`src/design/assert_macros.svh`:
```
// Assertion macros shared by the scheduler table RTL.
`ifndef ASSERT_MACROS_SVH
`define ASSERT_MACROS_SVH

// Checked on every rising clock edge outside reset.
`define TTS_ASSERT(lbl, prop, msg) \
  lbl: assert property (@(posedge clk_i) disable iff (!rst_ni) prop) else $error(msg);

// Checked on every rising clock edge, reset included.
`define TTS_ASSERT_ALWAYS(lbl, prop, msg) \
  lbl: assert property (@(posedge clk_i) prop) else $error(msg);

`endif

```
`src/design/tts_pkg.sv`:
```
package tts_pkg;

  // Table geometry.
  localparam int TASK_SLOTS = 8;
  localparam int TIME_BITS  = 16;
  localparam int SLOT_W     = (TASK_SLOTS > 1) ? $clog2(TASK_SLOTS) : 1;

  // Fixed field widths of the transactions.
  localparam int CMD_W      = 2;
  localparam int TAG_W      = 16;
  localparam int IN_TIME_W  = 16;
  localparam int FREE_W     = 3;
  localparam int KIND_W     = 3;
  localparam int SLOT_OUT_W = 4;
  localparam int STATUS_W   = 2;
  localparam int PEND_W     = 8;

  typedef enum logic [CMD_W-1:0] {
    CMD_ADD  = 2'd0,
    CMD_DEL  = 2'd1,
    CMD_TICK = 2'd2,
    CMD_DISP = 2'd3
  } cmd_e;

  typedef enum logic [KIND_W-1:0] {
    KIND_ADD  = 3'd0,
    KIND_DEL  = 3'd1,
    KIND_TICK = 3'd2,
    KIND_RUN  = 3'd3,
    KIND_DONE = 3'd4
  } kind_e;

  // Also used for the sticky error code: none, full, empty slot.
  typedef enum logic [STATUS_W-1:0] {
    STAT_OK    = 2'd0,
    STAT_FULL  = 2'd1,
    STAT_EMPTY = 2'd2
  } status_e;

  typedef enum logic [2:0] {
    ST_IDLE,
    ST_ADD,
    ST_DEL,
    ST_TICK,
    ST_TICK_ACK,
    ST_DISP,
    ST_DONE
  } state_e;

  typedef enum logic {
    ALU_TICK,
    ALU_DISP
  } alu_op_e;

  // Payload of one table entry.
  typedef struct packed {
    logic [TAG_W-1:0]     tag;
    logic [TIME_BITS-1:0] delay;
    logic [TIME_BITS-1:0] period;
    logic [PEND_W-1:0]    pending;
  } slot_rec_t;

  // Table write port.
  typedef struct packed {
    logic              en;
    logic [SLOT_W-1:0] addr;
    logic              used;
    slot_rec_t         rec;
  } tbl_wr_t;

  // Result of the shared slot unit.
  typedef struct packed {
    slot_rec_t rec;
    logic      run;
    logic      keep;
  } alu_res_t;

  // One result transaction.
  typedef struct packed {
    kind_e                 kind;
    logic [SLOT_OUT_W-1:0] slot;
    status_e               status;
    logic [TAG_W-1:0]      run_tag;
    status_e               sticky_error;
    logic                  last;
  } res_t;

endpackage

```
`src/design/tts_if.sv`:
```
// Command channel.
interface tts_req_if;
  logic                          valid;
  logic                          ready;
  logic [tts_pkg::CMD_W-1:0]     cmd;
  logic [tts_pkg::TAG_W-1:0]     task_tag;
  logic [tts_pkg::IN_TIME_W-1:0] first_delay;
  logic [tts_pkg::IN_TIME_W-1:0] repeat_period;
  logic [tts_pkg::FREE_W-1:0]    slot_to_free;

  modport source (output valid, cmd, task_tag, first_delay, repeat_period, slot_to_free,
                  input ready);
  modport sink (input valid, cmd, task_tag, first_delay, repeat_period, slot_to_free,
                output ready);
endinterface

// Result channel.
interface tts_rsp_if;
  logic                           valid;
  logic                           ready;
  logic [tts_pkg::KIND_W-1:0]     kind;
  logic [tts_pkg::SLOT_OUT_W-1:0] slot;
  logic [tts_pkg::STATUS_W-1:0]   status;
  logic [tts_pkg::TAG_W-1:0]      run_tag;
  logic [tts_pkg::STATUS_W-1:0]   sticky_error;
  logic                           last;

  modport source (output valid, kind, slot, status, run_tag, sticky_error, last,
                  input ready);
  modport sink (input valid, kind, slot, status, run_tag, sticky_error, last,
                output ready);
endinterface

```
`src/design/tts_slot_alu.sv`:
```
module tts_slot_alu (
  input  tts_pkg::alu_op_e  op_i,
  input  logic              used_i,
  input  tts_pkg::slot_rec_t rec_i,
  output tts_pkg::alu_res_t res_o
);

  logic due;
  logic pend_sat;

  assign due      = (rec_i.delay <= tts_pkg::TIME_BITS'(1));
  assign pend_sat = (rec_i.pending == {tts_pkg::PEND_W{1'b1}});

  // Tick counts the delay down; dispatch consumes one pending run.
  always_comb begin
    res_o      = '0;
    res_o.rec  = rec_i;
    res_o.keep = used_i;
    unique case (op_i)
      tts_pkg::ALU_TICK: begin
        if (due) begin
          res_o.rec.delay = rec_i.period;
          if (!pend_sat) begin
            res_o.rec.pending = rec_i.pending + tts_pkg::PEND_W'(1);
          end
        end else begin
          res_o.rec.delay = rec_i.delay - tts_pkg::TIME_BITS'(1);
        end
      end
      tts_pkg::ALU_DISP: begin
        res_o.run         = used_i && (rec_i.pending != '0);
        res_o.rec.pending = rec_i.pending - tts_pkg::PEND_W'(1);
        res_o.keep        = (rec_i.period != '0);
      end
      default: begin
        res_o.rec = rec_i;
      end
    endcase
  end

endmodule

```
`src/design/tts_slot_table.sv`:
```
`include "assert_macros.svh"

module tts_slot_table (
  input  logic                        clk_i,
  input  logic                        rst_ni,
  input  logic [tts_pkg::SLOT_W-1:0]  rd_addr_i,
  output logic                        rd_used_o,
  output tts_pkg::slot_rec_t          rd_rec_o,
  input  tts_pkg::tbl_wr_t            wr_i
);

  logic [tts_pkg::TASK_SLOTS-1:0] used_q;
  tts_pkg::slot_rec_t             rec_q [tts_pkg::TASK_SLOTS];

  // Occupancy bits are cleared by reset; an empty entry's payload never reaches a result.
  always_ff @(posedge clk_i or negedge rst_ni) begin
    if (!rst_ni) begin
      used_q <= '0;
    end else if (wr_i.en) begin
      used_q[wr_i.addr] <= wr_i.used;
    end
  end

  // Entry payload.
  always_ff @(posedge clk_i) begin
    if (wr_i.en) begin
      rec_q[wr_i.addr] <= wr_i.rec;
    end
  end

  assign rd_used_o = used_q[rd_addr_i];
  assign rd_rec_o  = rec_q[rd_addr_i];

  `TTS_ASSERT(a_used_written, wr_i.en |=> (used_q[$past(wr_i.addr)] == $past(wr_i.used)), "slot occupancy not updated by write")

endmodule

```
`src/design/tick_task_scheduler_table_unit.sv`:
```
// Task scheduler table with eight slots. Commands arrive on req_i and each produces
// one or more result transactions on rsp_o, the final one marked by last. The block
// takes one command at a time: a sequencer walks the slot table one entry per cycle,
// while rsp_o is not stalled, through a single shared slot unit. Delete visits one
// slot, add walks up to the first free slot (or all eight on a full table), and tick
// and dispatch walk all eight slots and then give a final result; a stalled rsp_o
// holds the sequencer while a result is waiting. A finished result sits in an output
// register, so the next command is accepted as soon as the sequencer is idle.
`include "assert_macros.svh"

module tick_task_scheduler_table_unit (
  input  logic      clk_i,
  input  logic      rst_ni,
  tts_req_if.sink   req_i,
  tts_rsp_if.source rsp_o
);

  // Latched command.
  typedef struct packed {
    tts_pkg::cmd_e                     cmd;
    logic [tts_pkg::TAG_W-1:0]         tag;
    logic [tts_pkg::IN_TIME_W-1:0]     delay;
    logic [tts_pkg::IN_TIME_W-1:0]     period;
    logic [tts_pkg::FREE_W-1:0]        free_slot;
  } req_t;

  tts_pkg::state_e            state_q, state_d;
  logic [tts_pkg::SLOT_W-1:0] idx_q, idx_d;
  req_t                       req_q;
  tts_pkg::res_t              out_q, res_d;
  logic                       out_valid_q;
  tts_pkg::status_e           err_q, err_d;

  logic                       req_fire;
  logic                       out_free;
  logic                       emit;
  logic                       idx_last;
  logic                       del_in_range;
  logic [tts_pkg::SLOT_W-1:0] rd_addr;
  logic                       rd_used;
  tts_pkg::slot_rec_t         rd_rec;
  tts_pkg::tbl_wr_t           wr;
  tts_pkg::alu_op_e           alu_op;
  tts_pkg::alu_res_t          alu_res;

  assign req_i.ready  = (state_q == tts_pkg::ST_IDLE);
  assign req_fire     = req_i.valid && req_i.ready;
  assign out_free     = !out_valid_q || rsp_o.ready;
  assign idx_last     = (idx_q == tts_pkg::SLOT_W'(tts_pkg::TASK_SLOTS - 1));
  assign del_in_range = (32'(req_q.free_slot) < 32'(tts_pkg::TASK_SLOTS));

  tts_slot_table u_table (
    .clk_i     (clk_i),
    .rst_ni    (rst_ni),
    .rd_addr_i (rd_addr),
    .rd_used_o (rd_used),
    .rd_rec_o  (rd_rec),
    .wr_i      (wr)
  );

  tts_slot_alu u_alu (
    .op_i   (alu_op),
    .used_i (rd_used),
    .rec_i  (rd_rec),
    .res_o  (alu_res)
  );

  // Sequencer: next state, table writes and result formation.
  always_comb begin
    state_d = state_q;
    idx_d   = idx_q;
    rd_addr = idx_q;
    alu_op  = tts_pkg::ALU_TICK;
    wr      = '0;
    emit    = 1'b0;
    res_d   = '0;
    err_d   = err_q;
    unique case (state_q)
      tts_pkg::ST_IDLE: begin
        idx_d = '0;
        if (req_fire) begin
          unique case (tts_pkg::cmd_e'(req_i.cmd))
            tts_pkg::CMD_ADD:  state_d = tts_pkg::ST_ADD;
            tts_pkg::CMD_DEL:  state_d = tts_pkg::ST_DEL;
            tts_pkg::CMD_TICK: state_d = tts_pkg::ST_TICK;
            tts_pkg::CMD_DISP: state_d = tts_pkg::ST_DISP;
            default:           state_d = tts_pkg::ST_IDLE;
          endcase
        end
      end
      // Search for the lowest free slot.
      tts_pkg::ST_ADD: begin
        res_d.kind = tts_pkg::KIND_ADD;
        res_d.last = 1'b1;
        if (!rd_used) begin
          if (out_free) begin
            wr.en              = 1'b1;
            wr.addr            = idx_q;
            wr.used            = 1'b1;
            wr.rec.tag         = req_q.tag;
            wr.rec.delay       = tts_pkg::TIME_BITS'(req_q.delay);
            wr.rec.period      = tts_pkg::TIME_BITS'(req_q.period);
            wr.rec.pending     = '0;
            emit               = 1'b1;
            res_d.slot         = tts_pkg::SLOT_OUT_W'(idx_q);
            res_d.status       = tts_pkg::STAT_OK;
            state_d            = tts_pkg::ST_IDLE;
          end
        end else if (idx_last) begin
          if (out_free) begin
            emit         = 1'b1;
            err_d        = tts_pkg::STAT_FULL;
            res_d.slot   = tts_pkg::SLOT_OUT_W'(tts_pkg::TASK_SLOTS);
            res_d.status = tts_pkg::STAT_FULL;
            state_d      = tts_pkg::ST_IDLE;
          end
        end else begin
          idx_d = idx_q + tts_pkg::SLOT_W'(1);
        end
      end
      // Free one slot; an empty or out-of-range slot is flagged.
      tts_pkg::ST_DEL: begin
        rd_addr    = tts_pkg::SLOT_W'(req_q.free_slot);
        res_d.kind = tts_pkg::KIND_DEL;
        res_d.slot = tts_pkg::SLOT_OUT_W'(req_q.free_slot);
        res_d.last = 1'b1;
        if (out_free) begin
          emit    = 1'b1;
          wr.en   = del_in_range;
          wr.addr = rd_addr;
          wr.used = 1'b0;
          wr.rec  = rd_rec;
          if (!(del_in_range && rd_used)) begin
            err_d        = tts_pkg::STAT_EMPTY;
            res_d.status = tts_pkg::STAT_EMPTY;
          end
          state_d = tts_pkg::ST_IDLE;
        end
      end
      // Count down every live slot, one per cycle.
      tts_pkg::ST_TICK: begin
        alu_op  = tts_pkg::ALU_TICK;
        wr.en   = rd_used;
        wr.addr = idx_q;
        wr.used = 1'b1;
        wr.rec  = alu_res.rec;
        if (idx_last) begin
          state_d = tts_pkg::ST_TICK_ACK;
        end else begin
          idx_d = idx_q + tts_pkg::SLOT_W'(1);
        end
      end
      tts_pkg::ST_TICK_ACK: begin
        res_d.kind = tts_pkg::KIND_TICK;
        res_d.last = 1'b1;
        if (out_free) begin
          emit    = 1'b1;
          state_d = tts_pkg::ST_IDLE;
        end
      end
      // Report each slot with pending runs; hold while the output is busy.
      tts_pkg::ST_DISP: begin
        alu_op        = tts_pkg::ALU_DISP;
        res_d.kind    = tts_pkg::KIND_RUN;
        res_d.slot    = tts_pkg::SLOT_OUT_W'(idx_q);
        res_d.run_tag = rd_rec.tag;
        if (!alu_res.run || out_free) begin
          if (alu_res.run) begin
            emit    = 1'b1;
            wr.en   = 1'b1;
            wr.addr = idx_q;
            wr.used = alu_res.keep;
            wr.rec  = alu_res.rec;
          end
          if (idx_last) begin
            state_d = tts_pkg::ST_DONE;
          end else begin
            idx_d = idx_q + tts_pkg::SLOT_W'(1);
          end
        end
      end
      tts_pkg::ST_DONE: begin
        res_d.kind = tts_pkg::KIND_DONE;
        res_d.last = 1'b1;
        if (out_free) begin
          emit    = 1'b1;
          state_d = tts_pkg::ST_IDLE;
        end
      end
      default: begin
        state_d = tts_pkg::ST_IDLE;
      end
    endcase
    res_d.sticky_error = err_d;
  end

  // Sequencer state, error latch and output valid.
  always_ff @(posedge clk_i or negedge rst_ni) begin
    if (!rst_ni) begin
      state_q     <= tts_pkg::ST_IDLE;
      idx_q       <= '0;
      err_q       <= tts_pkg::STAT_OK;
      out_valid_q <= 1'b0;
    end else begin
      state_q <= state_d;
      idx_q   <= idx_d;
      if (emit) begin
        err_q       <= err_d;
        out_valid_q <= 1'b1;
      end else if (rsp_o.ready) begin
        out_valid_q <= 1'b0;
      end
    end
  end

  // Command and result payload.
  always_ff @(posedge clk_i) begin
    if (req_fire) begin
      req_q.cmd       <= tts_pkg::cmd_e'(req_i.cmd);
      req_q.tag       <= req_i.task_tag;
      req_q.delay     <= req_i.first_delay;
      req_q.period    <= req_i.repeat_period;
      req_q.free_slot <= req_i.slot_to_free;
    end
    if (emit) begin
      out_q <= res_d;
    end
  end

  assign rsp_o.valid        = out_valid_q;
  assign rsp_o.kind         = out_q.kind;
  assign rsp_o.slot         = out_q.slot;
  assign rsp_o.status       = out_q.status;
  assign rsp_o.run_tag      = out_q.run_tag;
  assign rsp_o.sticky_error = out_q.sticky_error;
  assign rsp_o.last         = out_q.last;

  `TTS_ASSERT(a_busy_after_accept, req_fire |=> (state_q != tts_pkg::ST_IDLE), "sequencer idle after accepting a command")
  `TTS_ASSERT(a_write_only_busy, wr.en |-> (state_q != tts_pkg::ST_IDLE), "table written while idle")
  `TTS_ASSERT(a_run_not_last, (out_valid_q && (out_q.kind == tts_pkg::KIND_RUN)) |-> !out_q.last, "run result marked last")
  `TTS_ASSERT(a_full_slot, (out_valid_q && (out_q.status == tts_pkg::STAT_FULL)) |-> (out_q.slot == tts_pkg::SLOT_OUT_W'(tts_pkg::TASK_SLOTS)), "full status without full slot code")
  `TTS_ASSERT_ALWAYS(a_reset_quiet, !rst_ni |-> !out_valid_q, "result valid during reset")

endmodule
```
`src/flat_wrapper.sv`:
```
// flat-port wrapper written by rule: the top's interface ports become plain ports
module tick_task_scheduler_table_unit_flat 
  (clk_i, rst_ni, req_i_valid, req_i_cmd, req_i_task_tag, req_i_first_delay, req_i_repeat_period, req_i_slot_to_free, req_i_ready, rsp_o_valid, rsp_o_kind, rsp_o_slot, rsp_o_status, rsp_o_run_tag, rsp_o_sticky_error, rsp_o_last, rsp_o_ready);
  tts_req_if req_i_i ();
  tts_rsp_if rsp_o_i ();
  input  logic clk_i;
  input  logic rst_ni;
  input wire logic [$bits(req_i_i.valid)-1:0] req_i_valid;
  input wire logic [$bits(req_i_i.cmd)-1:0] req_i_cmd;
  input wire logic [$bits(req_i_i.task_tag)-1:0] req_i_task_tag;
  input wire logic [$bits(req_i_i.first_delay)-1:0] req_i_first_delay;
  input wire logic [$bits(req_i_i.repeat_period)-1:0] req_i_repeat_period;
  input wire logic [$bits(req_i_i.slot_to_free)-1:0] req_i_slot_to_free;
  output wire logic [$bits(req_i_i.ready)-1:0] req_i_ready;
  output wire logic [$bits(rsp_o_i.valid)-1:0] rsp_o_valid;
  output wire logic [$bits(rsp_o_i.kind)-1:0] rsp_o_kind;
  output wire logic [$bits(rsp_o_i.slot)-1:0] rsp_o_slot;
  output wire logic [$bits(rsp_o_i.status)-1:0] rsp_o_status;
  output wire logic [$bits(rsp_o_i.run_tag)-1:0] rsp_o_run_tag;
  output wire logic [$bits(rsp_o_i.sticky_error)-1:0] rsp_o_sticky_error;
  output wire logic [$bits(rsp_o_i.last)-1:0] rsp_o_last;
  input wire logic [$bits(rsp_o_i.ready)-1:0] rsp_o_ready;
  assign req_i_i.valid = req_i_valid;
  assign req_i_i.cmd = req_i_cmd;
  assign req_i_i.task_tag = req_i_task_tag;
  assign req_i_i.first_delay = req_i_first_delay;
  assign req_i_i.repeat_period = req_i_repeat_period;
  assign req_i_i.slot_to_free = req_i_slot_to_free;
  assign req_i_ready = req_i_i.ready;
  assign rsp_o_valid = rsp_o_i.valid;
  assign rsp_o_kind = rsp_o_i.kind;
  assign rsp_o_slot = rsp_o_i.slot;
  assign rsp_o_status = rsp_o_i.status;
  assign rsp_o_run_tag = rsp_o_i.run_tag;
  assign rsp_o_sticky_error = rsp_o_i.sticky_error;
  assign rsp_o_last = rsp_o_i.last;
  assign rsp_o_i.ready = rsp_o_ready;
  tick_task_scheduler_table_unit u_core (.clk_i(clk_i), .rst_ni(rst_ni), .req_i(req_i_i), .rsp_o(rsp_o_i));
endmodule
```
`config.mk`:
```
export PLATFORM = sky130hd
export DESIGN_NAME = tick_task_scheduler_table_unit_flat
export DESIGN_NICKNAME = d
export VERILOG_FILES = /design/src/design/tts_pkg.sv /design/src/design/tts_if.sv /design/src/design/tts_slot_alu.sv /design/src/design/tts_slot_table.sv /design/src/design/tick_task_scheduler_table_unit.sv /design/src/flat_wrapper.sv
export VERILOG_INCLUDE_DIRS = /design/src /design/src/design
export SDC_FILE = /design/constraint.sdc
export NUM_CORES = 1
export LEC_CHECK = 0
export ABC_CLOCK_PERIOD_IN_PS = 13000
export BUFFER_PORTS_ARGS = -buffer_cell sky130_fd_sc_hd__clkbuf_2
export CORE_ASPECT_RATIO = 0.5
export CORE_MARGIN = 2
export CORE_UTILIZATION = 40
export CTS_CLUSTER_DIAMETER = 50
export DETAILED_ROUTE_END_ITERATION = 10
export SYNTH_ARGS = -nofsm -noshare
export SYNTH_HDL_FRONTEND = slang
export SYNTH_SLANG_ARGS = --single-unit
```
`constraint.sdc`:
```
create_clock -name clk_i -period 13 [get_ports clk_i]
set_input_delay 1.3 -clock clk_i [delete_from_list [all_inputs] [get_ports clk_i]]
set_output_delay 1.3 -clock clk_i [all_outputs]
set_load 0.03 [all_outputs]
```
# Word-level counts from Yosys, hierarchy flattened
# Memories as Yosys holds them, arrays and structs flattened.
# Cells that the tools add are included.
# Widths: inputs -> output; s select.
# word_totals
ff_bits,96
latchBits,0
mem_bits_rw,448
mem_bits_ro,0
in_bits,57
out_inout_bits,30
wordCells,117
n_memories,1
# classes
addsub,4
n_mul,0
div,0
magnitude_cmp,4
n_eq_ne,17
shift,0
mux,58
bitwise,1
n_reduce_logical,17
# memory_table
name,words,word_bits,rd,rd_ports_with_merged_regs,write_ports,line,source
u_core.u_table.rec_q,8,56,1,0,1,tts_slot_table.sv:13,tts_pkg::slot_rec_t rec_q [tts_pkg::TASK_SLOTS];
# ops
op,count
$mux 61,5
$pmux 61 s4,1
$pmux 3 s4,3
$mux 3,11
$mux 16,2
$mux 6,3
$le 16x1->1 const B,1
$mux 2,8
$mux 8,2
$pmux 8 s2,1
$reduce_bool 16->1,1
$sub 16x1->16 const B,1
$pmux 3 s5,1
$mux 1,13
$eq 3x3->1 const B,4
$pmux 4 s3,1
$add 8x1->8 const B,1
$bwmux 8,1
$eq 8x8->1 const B,1
$lt 3x4->1 const B,2
$ne 2x1->1 const B,4
$pmux 2 s2,2
$reduce_bool 8->1,1
$sub 8x1->8 const B,1
other kinds (24),30

# Depth between registers and ports, before layout
# Gate-level depths: netlist of the first run.
# depth
word_depth,15
mapped_depth,22
ltp_nobuf,15

# By module
# Synthesis of the first run repeated with hierarchy kept, for this count alone.
# unflattened
cells_unflattened,1217
hier_area_um2,22908.2
# by_module_without_submodules
module,n_inst,cells_per_inst,area_per_inst_um2,seq_area_each_um2
tts_slot_table,1,679,17230.3,13653.1
tick_task_scheduler_table_unit,1,331,4334.2,2597.5
tts_slot_alu,1,207,1343.8,0.0

# Worst setup path before layout of the first run
# No wires, ideal clock.
# synth_path
path_type,register -> register
from,register u_core.state_q[0]
to,register u_core.u_table.used_q[5] (netlist bit)
setup_ns,0.085
arrival_ns,8.542
t_required_ns,12.915
slack_ns,4.372
path_stages_with_launch,21
n_path_buf,7
period_less_slack_ns,8.628
cell_sequence,dfrtp_1 > buf_2 > nand4bb_1 > o21ai_2 > buf_2 > buf_2 > buf_2 > buf_4 > buf_2 > a21oi_1 > nor2_1 > inv_1 > ha_1 > inv_1 > a211oi_1 > nand4b_1 > and2_1 > clkbuf_1 > o32ai_1 > nor3b_1 > mux2_2
# synth_via
elab_chain_len,15
word_cells_on_any_way,25
classes_between,order compare (2); eq/ne (4); mux (12); reduce/logical (6); memory (1)
# synth_lines
item,line,source
"start, declared",tick_task_scheduler_table_unit.sv:27,"tts_pkg::state_e state_q, state_d;"
"start signal, assigned",tick_task_scheduler_table_unit.sv:200,state_q <= tts_pkg::ST_IDLE;
"start signal, assigned",tick_task_scheduler_table_unit.sv:205,state_q <= state_d;
$eq 3x2->1,tick_task_scheduler_table_unit.sv:78,unique case (state_q)
$mux 3,tick_task_scheduler_table_unit.sv:78,
$mem_v2 8x56 / $bmux 1 s3 (equally long branches),n/a,
$reduce_bool 8->1 / $mux 1 (equally long branches),"tts_slot_alu.sv:31, tts_slot_table.sv:31",
$logic_and 1x1->1,tts_slot_alu.sv:31,res_o.run = used_i && (rec_i.pending != '0);
$mux 2,tts_slot_alu.sv:19,unique case (op_i)
$logic_not 1->1,tick_task_scheduler_table_unit.sv:167,if (!alu_res.run || out_free) begin
$logic_or 1x1->1,tick_task_scheduler_table_unit.sv:167,
$mux 61,tick_task_scheduler_table_unit.sv:167,
$pmux 61 s4 (*),tick_task_scheduler_table_unit.sv:78,
$lt 3x4->1 (not written as such) / $ge 3x1->1 (equally long branches),tts_slot_table.sv:20,used_q[wr_i.addr] <= wr_i.used;
$logic_and 1x1->1 (not written as such),tts_slot_table.sv:20,
$mux 1 (not written as such),tts_slot_table.sv:20,
$demux 1 s3,tts_slot_table.sv:20,
$bwmux 8,tts_slot_table.sv:20,
"end signal, assigned by index",tts_slot_table.sv:20,
"end, declared",tts_slot_table.sv:12,logic [tts_pkg::TASK_SLOTS-1:0] used_q;
# Mark *: on every way between the ends. The rest lies on a longest branch, timed or not. The select of a mux whose other input is x is not followed.
# A chain may end at the register's enable or synchronous reset.

# Final worst setup path of the first run
# layout_path
from,register u_core.state_q[1]
to,memory u_core.u_table.rec_q[1][18] (netlist bit) (enable)
# layout_via
elab_chain_len,12
word_cells_on_any_way,20
classes_between,eq/ne (4); mux (11); reduce/logical (4); memory (1)
# layout_lines
item,line,source
$eq 3x2->1,tick_task_scheduler_table_unit.sv:78,
$mux 3,tick_task_scheduler_table_unit.sv:78,
$mem_v2 8x56 / $bmux 1 s3 (equally long branches),n/a,
$reduce_bool 8->1 / $mux 1 (equally long branches),"tts_slot_alu.sv:31, tts_slot_table.sv:31",
$logic_and 1x1->1,tts_slot_alu.sv:31,
$mux 2,tts_slot_alu.sv:19,
$logic_not 1->1,tick_task_scheduler_table_unit.sv:167,
$logic_or 1x1->1,tick_task_scheduler_table_unit.sv:167,
$mux 61,tick_task_scheduler_table_unit.sv:167,
$pmux 61 s4 (*),tick_task_scheduler_table_unit.sv:78,
$mux 1,tts_slot_table.sv:26,if (wr_i.en) begin
$mux 1 (not written as such),tts_slot_table.sv:27,rec_q[wr_i.addr] <= wr_i.rec;
"end, declared",tts_slot_table.sv:13,
# Marks and branches as above.

==> results of run 1 <==
## final cells by class
| class | count | share of cell area [%] |
|---|---|---|
| Inverter | 21 | 0.304 |
| Multi-Input combinational cell | 1033 | 24.5 |
| Tap cell | 768 | 3.71 |
| Sequential cell | 544 | 62.7 |
| Timing Repair Buffer | 126 | 2.82 |
| Clock buffer | 64 | 5.20 |
| Clock inverter | 28 | 0.782 |
## final timing paths
kind / from / end / slack [ns] / depth (start not counted)
min reg2reg: u_core.err_q[0] / u_core.err_q[0] / 0.49 / 2
max in group asynchronous: rst_ni / u_core.u_table.used_q[3] / 11.97 / 1
min: u_core.err_q[0] / u_core.err_q[0] / 0.49 / 2
max reg2reg: u_core.state_q[1] / u_core.u_table.rec_q[1][18] / 5.74 / 17
max: u_core.state_q[1] / u_core.u_table.rec_q[1][18] / 5.74 / 17
min in group asynchronous: rst_ni / u_core.state_q[1] / 0.68 / 1
## registers in the layout (all words and copies together), names as in the netlist, 2 cells and up
name / cells
u_core.u_table.used_q: 8
u_core.state_q: 3
u_core.rsp_o.slot: 4
u_core.rsp_o.status: 2
u_core.req_q: 51
u_core.rsp_o.sticky_error: 2
u_core.idx_q: 3
u_core.rsp_o.run_tag: 16
u_core.rsp_o.kind: 3
u_core.err_q: 2
u_core.u_table.rec_q: 448
## logic make-up after synthesis
| family | share of synthesized area [%] |
|---|---|
| adder cells (fa/ha/maj) | 0.489 |
| AND/OR/NAND/NOR | 12.2 |
| multiplexers | 4.82 |
| buffers and inverters | 2.34 |
| AO/OA/AOI/OAI | 9.28 |
| XOR/XNOR | 0.304 |
| flip-flops | 70.5 |
## power by group through the flow
stage	Combinational [mW]	Clock, mW	Sequential [mW]
2_1_floorplan	1.58	0	2.73
3_3_place_gp	2.45	0	2.68
3_5_place_dp	2.47	0	2.68
4_1_cts	2.48	1.43	2.65
5_1_grt	2.70	1.50	2.67
6_report	2.48	1.40	2.65
## worst register-to-register path, stage by stage (launching register included)
cell and delay (ns):
dfrtp_1 0.67, or3b_4 0.62, a21oi_4 0.89, buf_4 0.61, buf_4 0.58, nor2_1 0.12, buf_4 0.23, a221oi_2 0.47
inv_1 0.16, ha_1 0.22, inv_1 0.06, a211oi_1 0.04, nand4b_1 0.23, and2_1 0.34, o32ai_1 0.27, nand3b_1 0.30
inv_2 0.30, buf_4 0.74
## per-layer routing
layer  track usage, %  wire [um]  up-vias  part of all wire [%]
li1                 -          -     6632                     -
met1             29.3      26800     7292                    46
met2             29.8      26300      544                    45
met3             3.07       4330       86                   7.4
met4             4.64       1120        0                   1.9
met5                0          0        -                     0
## per-stage QoR
stage,power [mW],area [um^2]
2_1_floorplan,4.31,23000
3_3_place_gp,5.13,24400
3_5_place_dp,5.15,24400
4_1_cts,6.56,25900
5_1_grt,6.87,25900
6_report,6.54,25900
## synth_stat cells (all sizes together) (17+ instances only)
cell | number | area share, %
mux2i | 93 | 4.0
a32o | 18 | 0.78
nand2 | 341 | 5.6
inv | 20 | 0.33
a311oi | 22 | 0.84
nand3 | 78 | 1.7
and3 | 25 | 0.68
a21oi | 31 | 0.71
edfxtp | 527 | 69
o21ai | 50 | 1.1
dfrtp | 17 | 1.8
buf | 44 | 1.1
nor2 | 101 | 1.6
clkbuf | 53 | 0.86
a31oi | 26 | 0.71
## layout by cell type, fill, tap and decap left out, types with 17 or more instances in the layout
cell type,n
nor2_1,100
nand3_1,78
a21oi_1,28
a32o_1,18
a31oi_1,26
dfrtp_1,17
buf_4,40
a311oi_1,22
and3_1,25
inv_1,18
clkbuf_16,52
nand2_1,341
mux2i_1,92
clkbuf_2,86
edfxtp_1,527
o21ai_0,44
==> flow_summary.toml, run 1 <==
[drt]
drt_iter0_markers = 1678
drc = 0
vias = 14600
dr.pass1.iters = 5
wl_mm = 58.6
drtAntennaViolNets = 0
vias_per_cell = 5.63
routedWlPerCell_um = 22.7

[yosys]
synth_nets = 1761
synth_area_um2 = 23000
avgSynthCellArea_um2 = 13.6
synth_cell_type_count = 82
ys.flop_type = "edfxtp_1"
syn_inst = 1695
synth-async-reset-ratio_pct = 3.13
ys_seq_area_share_pct = 70.5
synth_edf_count = 527
synth-seq-cells = 544
synth_warnings = 0

[critical_path]
crit_chain = "or3b_4 -> a21oi_4 -> buf_4 -> buf_4 -> nor2_1 -> buf_4 -> a221oi_2 -> inv_1 -> ha_1 -> inv_1 -> a211oi_1 -> nand4b_1 -> and2_1 -> o32ai_1 -> nand3b_1 -> inv_2 -> buf_4"
worstPathMaxFanout = 45
worstSetupPathType = "flop to flop"
slowest_delay_ns = 0.88
crit_arrival_ns = 7.46
crit_buf_inv = 7
cpLargestDelayFamily = "buffers and inverters"
worstSetupEndpointType = "flop"
crit_top_cell = "buf_4"
start_kind = "flop"
cpMaxStageDelayCell = "a21oi_4"
cp.required_ns = 13.20

[pwr]
sw_frac_of_total_pct = 38.7
pwr-share-seq_pct = 40.5
powerDensity_nw_per_um2 = 252
intPower_mw = 4.01
p_sw_mw = 2.53
power_frac_comb_pct = 38.0
clkPwrFrac_pct = 21.5
p_leak_nw = 8.98
ir_drop_uv = 151

[global_routing]
grt_max_degree = 83
grt_pass1_wl_mm = 88.2
grt_pass1_vias = 14000
antenna_found_initial = 0
track_usage_pct = 19.5
overflow = 0

[place]
gp_congestion = 0.912
hpwlAfterDp_mm = 34.8
place_ws_ns = 5.86
post-place-cells = 2492
portBuffers = 86

[timing]
slew_headroom_pct = 24.1
hold_viol_final = 0
setup_violations = 0
hold_slack_ns = 0.486
fmaxAchievable_mhz = 138
postLayoutSetupSlackWorst_ns = 5.74
rsz0062_at_grt = "no"
post-route-min-period_ns = 7.26
skew_ns = 0.0142
worst_slew_pin_slew_ns = 1.13
min_period_over_period_pct = 55.8
fin_tns_setup_ns = 0
maxSlewViolCount = 0

[run_status]
status = "completed"

[final_layout]
n_antenna_cell = 0
multi_input_area_um2 = 6340
fin_cells = 2584
drive_gt1_share_pct = 13.9
syn_to_final_growth_pct = 12.5
fillCellCount = 5000
final_core_util_pct = 45.3
regArea_um2 = 16300
nets = 1843

[clocking]
cts_hold_buf = 0
root_buffer = "clkbuf_16"
clock_path_buffers = 3
clock_sinks = 544
clkTransAtPathRegs_ns = 0.06
h-tree-depth = 2
cts_setup_buffers = 0
clk_latency_ns = 0.58
cts_tree = "done"
post_cts_resized = 0
cts_buffers = 51

[die]
fp.dieW_um = 343
start_util_pct = 40.3
io_pins = 87
die_y_um = 174
row_count = 62
die_area_um2 = 59600
coreArea_um2 = 57200

[job]
drv_cap = 0

[worst_hold_path]
hold_class = "flop to flop"
Note: power is estimated with default switching activity, not from simulation.
==> run 2: changes to the inputs <==
- ABC_AREA: unset -> 1
- ABC_CLOCK_PERIOD_IN_PS: 13000 -> 6750
- clock period: 13 -> 6.75 ns (I/O delays scaled with it)
==> run 2 against run 1 <==
Maximum frequency rose by 47%. Cell area increased by 3.4%. Non-clock buffer count decreased by 9. Global-route usage fell by 0.79 points. Worst setup slack got worse by 3.9 ns. Synthesized cell count up 30%. Critical endpoint is now u_core.u_table.rec_q[3][12]. Highest routed layer unchanged.
==> flow_summary.toml, run 2 <==
[run_status]
status = "completed"

[drt]
vias = 15900
drt-met1-wl_mm = 27.5
wl_met2_mm = 27.3
drtAntennaViolNets = 0
wl_mm = 58.7
wl_met3_mm = 2.99
drc = 0
drt_iter0_markers = 1386
dr.pass1.iters = 7
routedWlPerCell_um = 18.8
topRoutingLayerUsed = "met4"
vias_per_cell = 5.09

[clocking]
clock_path_buffers = 3
clkTransAtPathRegs_ns = 0.06
cts_setup_buffers = 0
cts_hold_buf = 0
h-tree-depth = 2
cts_buffers = 52
clock_sinks = 544
post_cts_resized = 0
clk_latency_ns = 0.59
cts_tree = "done"
root_buffer = "clkbuf_16"

[critical_path]
crit_arrival_ns = 5.13
r2r_end = "u_core.u_table.rec_q[3][12]"
cp.required_ns = 6.94
r2r-start = "u_core.state_q[1]"
crit_buf_inv = 2
cpLargestDelayFamily = "simple AND/OR/NAND/NOR gates"
start_kind = "flop"
cpMaxStageDelayCell = "nor2_4"
worstSetupPathType = "flop to flop"
crit_top_cell = "nand2_2"
slowest_delay_ns = 0.73
worstSetupEndpointType = "flop"
worstPathMaxFanout = 39
reg2regPathDepth = 15
crit_chain = "nand2_2 -> nor2_4 -> nand2_1 -> nand2_2 -> buf_4 -> nand3_1 -> o21ai_2 -> ha_1 -> inv_1 -> nor2_1 -> nand2_2 -> nand3_4 -> nand2_4 -> nor2_4 -> o21ai_0"
reg2reg_slack_ns = 1.82
crit_start = "u_core.state_q[1]"

[place]
portBuffers = 86
hpwlAfterDp_mm = 34.8
gp_congestion = 0.877
place_ws_ns = 1.84
placed_area_um2 = 25200

[timing]
rsz0062_at_grt = "no"
setup_violations = 0
min_period_over_period_pct = 73.1
post-route-min-period_ns = 4.93
skew_ns = 0.0188
maxSlewViolCount = 0
fin_tns_setup_ns = 0
hold_viol_final = 0
postLayoutSetupSlackWorst_ns = 1.82
worst_slew_pin_slew_ns = 0.912
slew_headroom_pct = 39.1
fmaxAchievable_mhz = 203

[die]
io_pins = 87
fp.dieW_um = 351
coreArea_um2 = 59400
start_util_pct = 40.5
row_count = 63
die_area_um2 = 62200
die_y_um = 177

[yosys]
synth-seq-cells = 544
synth-async-reset-ratio_pct = 3.13
synth_nets = 2266
yosysMostFrequentCell = "edfxtp_1"
synth_warnings = 0
synth_top_area_share_pct = 65.8
synth_cell_type_count = 39
synth_edf_count = 527
synth_top_cells_by_area = "edfxtp_1, nand2_1, o21ai_0"
synth_area_um2 = 24000
syn_inst = 2200
synth_top_cell_by_area = "edfxtp_1"
ys_seq_area_share_pct = 67.6
synth_commonest_cells = "edfxtp_1, nand2_1, nor2_1, inv_1, o21ai_0"
ys.flop_type = "edfxtp_1"
avgSynthCellArea_um2 = 10.9

[final_layout]
final_cell_mix = "edfxtp_1, nand2_1, nor2_1, inv_1, o21ai_0"
fillCellCount = 5425
syn_to_final_growth_pct = 11.5
largest-register = "u_core.u_table.rec_q"
n_antenna_cell = 0
drive_gt1_share_pct = 11.4
fin_area_um2 = 26800
final_common_cell = "edfxtp_1"
largest_reg_flops = 448
nets = 2334
regArea_um2 = 16300
multi_input_area_um2 = 6310

[global_routing]
track_usage_pct = 18.7
grt_pass1_vias = 14800
grt_pass1_wl_mm = 88.6
antenna_found_initial = 0
grt_max_degree = 100
overflow = 0

[pwr]
p_leak_nw = 10.3
power_mw = 13.6
powerDensity_nw_per_um2 = 508
ir_drop_uv = 247

[worst_hold_path]
hold_class = "primary input to asynchronous set/reset pin"

[job]
drv_cap = 0
run 2: worst max-delay path by stage:
| stage | slack (ns) | cells past startpoint | to |
|---|---|---|---|
| global placement | 1.90 | 17 | u_core.u_table.rec_q[5][8] |
| global route | 1.43 | 17 | u_core.u_table.rec_q[5][13] |
| floorplan | 1.42 | 22 | u_core.u_table.rec_q[7][0] |
| finish | 1.82 | 15 | u_core.u_table.rec_q[3][12] |
| detailed placement | 1.84 | 16 | u_core.u_table.rec_q[5][16] |
| CTS | 1.83 | 16 | u_core.u_table.rec_q[5][13] |
run 2: layer usage:
layer / vias up / global-route usage [%]
li1: 7668 / -
met5: - / 0
met4: 0 / 3.74
met2: 384 / 30.5
met3: 78 / 2.57
met1: 7733 / 26.9
run 2: per-stage QoR:
step | instances | utilization [%] | hold slack [ns]
after floorplan | 2200 | - | 0.379
after global routing | 3118 | 45.2 | 0.0377
after detailed placement | 3026 | 42.4 | 0.461
final | 3118 | 45.2 | 0.0306
after CTS | 3118 | 45.2 | 0.0299
after global placement | 3026 | 42.4 | 0.456
run 2: cell type report:
type                    instances  share of cell area [%]
flip-flops and latches        544                    60.6
multi-input cells            1318                    23.5
clock buffers                  67                    5.07
well taps                     812                    3.79
repair buffers                117                    2.66
inverters                     235                    3.30
clock inverters                25                    1.01
run 2: cells by family (layout without fill, tap and decap cells):
kind of cell	count (synthesis)	after routing	share of synthesized area, %
AOI/OAI and AO/OA	312	312	7.45
and+or+nand+nor	986	986	17.7
adders and majority gates	9	9	0.468
buffers and inverters	338	444	6.38
xor gates and xnor gates	11	11	0.401
DFF	544	544	67.6
run 2: power by group:
group	internal (mW)	leakage, nW	total [mW]	switching [mW]
combinational	1.43	4.44	5.81	4.38
sequential	4.82	5.11	4.97	0.146
clock	1.61	0.795	2.84	1.22
total	7.86	10.3	13.6	5.75
